<file path="src/rtl/bracket_interpolate_square_root_defines.svh">
// ----------------------------------------------------------------------------
// bracket interpolate square root: assertion macros
// shared concurrent assertion forms, clocked on clk and disabled in reset
// ----------------------------------------------------------------------------
`ifndef BRACKET_INTERPOLATE_SQUARE_ROOT_DEFINES_SVH
`define BRACKET_INTERPOLATE_SQUARE_ROOT_DEFINES_SVH

// condition a implies condition b in the same cycle
`define BISR_ASSERT_SAME(label, a, b) \
  label: assert property (@(posedge clk) disable iff (rst) (a) |-> (b)) \
    else $error("assertion failed");

// condition a implies condition b in the next cycle
`define BISR_ASSERT_NEXT(label, a, b) \
  label: assert property (@(posedge clk) disable iff (rst) (a) |=> (b)) \
    else $error("assertion failed");

`endif

</file>
<file path="src/rtl/bisr_pkg.sv">
// ----------------------------------------------------------------------------
// bisr_pkg
// datapath commands and status shared by controller and datapath
// ----------------------------------------------------------------------------
`default_nettype none

package bisr_pkg;

  typedef enum logic [3:0] {
    OP_NONE,
    OP_LOAD,
    OP_SQRT_INIT,
    OP_SQRT_STEP,
    OP_BRACKET,
    OP_LSQ,
    OP_DIV1_START,
    OP_RES,
    OP_SQUARE,
    OP_DIV2_START,
    OP_CMUL,
    OP_FINAL,
    OP_BYPASS
  } op_t;

  typedef struct packed {
    logic sqrt_done;
    logic div_busy;
    logic need_corr;
    logic q_ge_three;
  } dp_status_t;

endpackage

`default_nettype wire

</file>
<file path="src/rtl/bisr_ctrl.sv">
// ----------------------------------------------------------------------------
// bisr_ctrl
// sequencer for one item at a time and output valid register
// ----------------------------------------------------------------------------
`default_nettype none

`include "bracket_interpolate_square_root_defines.svh"

module bisr_ctrl (
  input  wire logic                 clk,
  input  wire logic                 rst,
  input  wire logic                 in_valid,
  output logic                      in_ready,
  output logic                      out_valid,
  input  wire logic                 out_ready,
  input  wire bisr_pkg::dp_status_t status,
  output bisr_pkg::op_t             op
);

  typedef enum logic [3:0] {
    S_IDLE, S_SQI, S_SQ, S_BRK, S_LSQ, S_D1S, S_D1W, S_RES,
    S_CHK, S_BYP, S_SQR, S_D2S, S_D2W, S_CMUL, S_FIN
  } state_t;

  state_t state;
  logic   out_free;

  assign in_ready = state == S_IDLE;
  assign out_free = !out_valid || out_ready;

  always_comb begin
    op = bisr_pkg::OP_NONE;
    unique case (state)
      S_IDLE:  if (in_valid) op = bisr_pkg::OP_LOAD;
      S_SQI:   op = bisr_pkg::OP_SQRT_INIT;
      S_SQ:    if (!status.sqrt_done) op = bisr_pkg::OP_SQRT_STEP;
      S_BRK:   op = bisr_pkg::OP_BRACKET;
      S_LSQ:   op = bisr_pkg::OP_LSQ;
      S_D1S:   op = bisr_pkg::OP_DIV1_START;
      S_RES:   op = bisr_pkg::OP_RES;
      S_BYP:   if (out_free) op = bisr_pkg::OP_BYPASS;
      S_SQR:   op = bisr_pkg::OP_SQUARE;
      S_D2S:   op = bisr_pkg::OP_DIV2_START;
      S_CMUL:  op = bisr_pkg::OP_CMUL;
      S_FIN:   if (out_free) op = bisr_pkg::OP_FINAL;
      default: op = bisr_pkg::OP_NONE;
    endcase
  end

  always_ff @(posedge clk) begin
    if (rst) begin
      state     <= S_IDLE;
      out_valid <= 1'b0;
    end else begin
      if ((state == S_BYP || state == S_FIN) && out_free) begin
        out_valid <= 1'b1;
      end else if (out_ready) begin
        out_valid <= 1'b0;
      end
      unique case (state)
        S_IDLE:  if (in_valid) state <= S_SQI;
        S_SQI:   state <= S_SQ;
        S_SQ:    if (status.sqrt_done) state <= S_BRK;
        S_BRK:   state <= S_LSQ;
        S_LSQ:   state <= S_D1S;
        S_D1S:   state <= S_D1W;
        S_D1W:   if (!status.div_busy) state <= S_RES;
        S_RES:   state <= S_CHK;
        S_CHK:   state <= status.need_corr ? S_SQR : S_BYP;
        S_SQR:   state <= S_D2S;
        S_D2S:   state <= S_D2W;
        S_D2W:   if (!status.div_busy) state <= S_CMUL;
        S_CMUL:  state <= S_FIN;
        S_BYP, S_FIN: begin
          if (out_free) begin
            state <= S_IDLE;
          end
        end
        default: state <= S_IDLE;
      endcase
    end
  end

  `BISR_ASSERT_SAME(a_idle_div_free, state == S_IDLE, !status.div_busy)
  `BISR_ASSERT_NEXT(a_accept_starts, in_valid && in_ready, state == S_SQI)
  `BISR_ASSERT_NEXT(a_finish_valid, (state == S_FIN || state == S_BYP) && out_free, out_valid)

endmodule

`default_nettype wire

</file>
<file path="config.mk">
export PLATFORM = sky130hd
export DESIGN_NAME = bisr_ctrl
export DESIGN_NICKNAME = d
export VERILOG_FILES = /design/src/rtl/bisr_pkg.sv /design/src/rtl/bisr_ctrl.sv
export VERILOG_INCLUDE_DIRS = /design/src /design/src/rtl
export SDC_FILE = /design/constraint.sdc
export NUM_CORES = 1
export LEC_CHECK = 0
export BUFFER_PORTS_ARGS = -buffer_cell sky130_fd_sc_hd__buf_2
export CAP_MARGIN = 20
export CORE_AREA = 2 2 39 41
export CTS_CLUSTER_DIAMETER = 50
export DETAILED_ROUTE_END_ITERATION = 6
export DIE_AREA = 0 0 41 43
export SLEW_MARGIN = 20
export SYNTH_ARGS = -nofsm -noshare
export SYNTH_HDL_FRONTEND = slang
export SYNTH_SLANG_ARGS = --single-unit
</file>
<file path="constraint.sdc">
create_clock -name clk -period 2.2 [get_ports clk]
set_input_delay 0.33 -clock clk [delete_from_list [all_inputs] [get_ports clk]]
set_output_delay 0.33 -clock clk [all_outputs]
set_load 0.05 [all_outputs]
</file>
==> results.yml <==
status:
  status: "completed"
floorplan:
  fp.dieW_microns: 41
  rows: 14
  dieArea_sq_um: 1760
  start_util_pct: 37.1
  fp.coreArea_sq_um: 1380
  boundaryPins: 14
  die_y_microns: 43
clocking:
  clock_path_buffers: 2
  clk_pin_slew_ps: 40
  cts_tree: "done"
  htree_levels: 1
  cts_root_buf: "clkbuf_4"
  post_cts_buffers: 0
  worstSkewPairLatency_ps: 240
  holdBufCountCts: 0
  numCtsBuffers: 3
  clock-sinks: 5
cells_and_area:
  drive_gt1_share_pct: 25.0
  area_growth_syn_to_layout_pct: 15.6
  fin_nets: 93
  instances_no_fill: 100
  design_area_sq_um: 593
  antenna_cells: 0
critical_path:
  startpoint: "state[2]"
  endpoint: "op[2]"
  r2r_end: "state[1]"
  critPathSlowestCell: "dfxtp_1"
  endpoint_kind: "output port"
  start_kind: "flip-flop"
  arrival_ps: 1660
  reg2reg_slack_ps: 350
  critPathMaxFanout: 19
  critical_path.max_stage_delay_ps: 640
  required_ps: 1870
  r2r_cells: 4
  worstSetupPathType: "flip-flop to output port"
  cp_cell_sequence: "nor2b_1 > a31oi_1 > o22ai_1 > buf_2"
  rr_startpoint: "state[3]"
power_and_ir_drop:
  netSwitchingFraction_pct: 56.5
  seqPwrFrac_pct: 25.0
  worst_ir_drop_vdd_v: 0.000628
  pwr-share-clk_pct: 11.0
  leakagePower_nw: 0.261
  powerDensity_nw_per_um2: 1610
  power.share.combinational_pct: 64.1
  intPower_w: 0.000414
  p_sw_w: 0.000538
sta:
  final_max_slew_viol_count: 0
  post-route-period-util_pct: 90.3
  max_freq_ghz: 0.503
  finalClockSkew_ps: 4.54
  rsz0062_at_grt: "false"
  period_minus_slack_ps: 1990
  setup_violations: 0
  worstMarginPinSlew_ps: 555
  finalHoldViolCount: 0
  slew_headroom_pct: 63.0
grt:
  grtUsageTotal_pct: 13.8
  grt_overflow_total: 0
  grt_max_degree: 20
  grt_pass1_wl_mm: 1.72
  antenna_found_initial: 0
  grt_pass1_vias: 444
place:
  place_inst: 96
  place_congestion: 0.792
  portBuffers: 12
  placed_cell_area_sq_um: 566
  dpl.hpwl_microns: 833
synthesis:
  ys_top_cells_by_area: "dfxtp_1 20%, a21oi_1 6.8%, o21ai_0 5.9%"
  ys.flop_type: "dfxtp_1"
  synth.top_cell.area_share_pct: 19.5
  synth_fp_nets: 82
  async_flop_share_pct: 0
  syn_area_sq_um: 513
  synth_area_leader_cell: "dfxtp_1"
  ys_ff_latch: 5
  yosysWarnings: 0
  yosysMostFrequentCell: "a21oi_1"
  netlist_instances: 74
  synth_common_cells: "7 x a21oi_1, 6 x nand2_1, 6 x o21ai_0"
  yosysUniqueCellTypes: 31
  synth_edf_count: 0
  yosysSeqAreaShare_pct: 19.5
  synth_area_per_cell_sq_um: 6.93
job:
  drv_cap: 0
drt:
  detail_route.wl_per_cell_microns: 11.6
  dr_total_vias: 532
  remaining_drc_errors: 0
  routed_via_density: 5.32
  dr.pass1.iters: 4
  drt-total-wl_mm: 1.16
  drtIter0Drc: 8
  ant_nets: 0
hold_path:
  min_path_type: "primary input to flip-flop"
-- what timing repair did --
action | 4_1_cts | 5_1_grt
setup endpoints to repair | 0 | 2
gates resized for setup | 0 | 1
endpoints found under the hold margin | 0 | 0
-- logic make-up after synthesis --
logic type	count (synthesis)	synth area share (%)
buffers and inverters	12	12.4
AOI/OAI and AO/OA	27	35.1
DFF	5	19.5
xor gates and xnor gates	1	1.71
and+or+nand+nor	28	29.3
muxes	1	1.95
-- metal layers --
metal	track usage, %	vias up	wire (microns)	part of all wire [%]
met5	0	-	0	0
met4	1.33	0	0	0
met3	7.33	0	62	5.4
met2	22.2	12	531	46
met1	16.1	231	564	49
li1	-	289	-	-
-- critical path, delay by kind of cell (launching register included) --
kind                   cells  cell delay (ps)
flip-flops                 1              640
buffers and inverters      1              280
AO/OA/AOI/OAI              2              210
AND/OR/NAND/NOR            1              280
-- flip-flops by register name (all words and copies together), names as in the netlist --
| register | flops |
|---|---|
| state | 4 |
| out_valid | 1 |
-- how the worst min path moves through the flow --
stage                     slack, ps  from   endpoint  cells after the start
after global placement          570   rst  out_valid                      2
after floorplan                 400   rst   state[2]                      1
after detailed placement        570   rst   state[2]                      2
final                           320   rst   state[2]                      2
after CTS                       310   rst   state[2]                      2
after global routing            320   rst   state[2]                      2
-- stage by stage --
| step | setup TNS [ps] | total power (W) | utilization (%) | hold slack (ps) | setup WS (ps) |
|---|---|---|---|---|---|
| floorplan | -11.3 | 0.000747 | - | 399 | -11.3 |
| global placement | 0 | 0.000843 | 40.9 | 573 | 315 |
| detailed placement | 0 | 0.000847 | 40.9 | 566 | 307 |
| CTS | 0 | 0.000957 | 42.8 | 311 | 42.7 |
| global route | 0 | 0.00103 | 42.9 | 315 | 85.6 |
| finish | 0 | 0.000953 | 42.9 | 318 | 213 |
-- layout by cell type, fill, tap and decap left out, drive strengths merged, types with 4 or more instances in the layout --
master / count
nor2: 5
nand2b: 4
a21oi: 7
dfxtp: 5
buf: 14
inv: 4
o21ai: 6
nor3: 4
clkbuf: 4
nand2: 6
-- final cells by class --
type | count | area [sq um]
Tap cell | 16 | 20.0
Clock buffer | 4 | 26.3
Multi-Input combinational cell | 57 | 355
Fill cell | 151 | 791
Inverter | 4 | 15.0
Sequential cell | 5 | 101
Timing Repair Buffer | 14 | 75.1
-- power groups by stage --
stage / logic [W] / clock network [W] / registers [W]
2_1_floorplan: 0.000599 / 0 / 0.000148
3_3_place_gp: 0.000606 / 0 / 0.000237
3_5_place_dp: 0.000611 / 0 / 0.000235
4_1_cts: 0.000613 / 0.000109 / 0.000235
5_1_grt: 0.000666 / 0.000122 / 0.000247
6_report: 0.000610 / 0.000104 / 0.000238
Note: power is estimated with default switching activity, not from simulation.
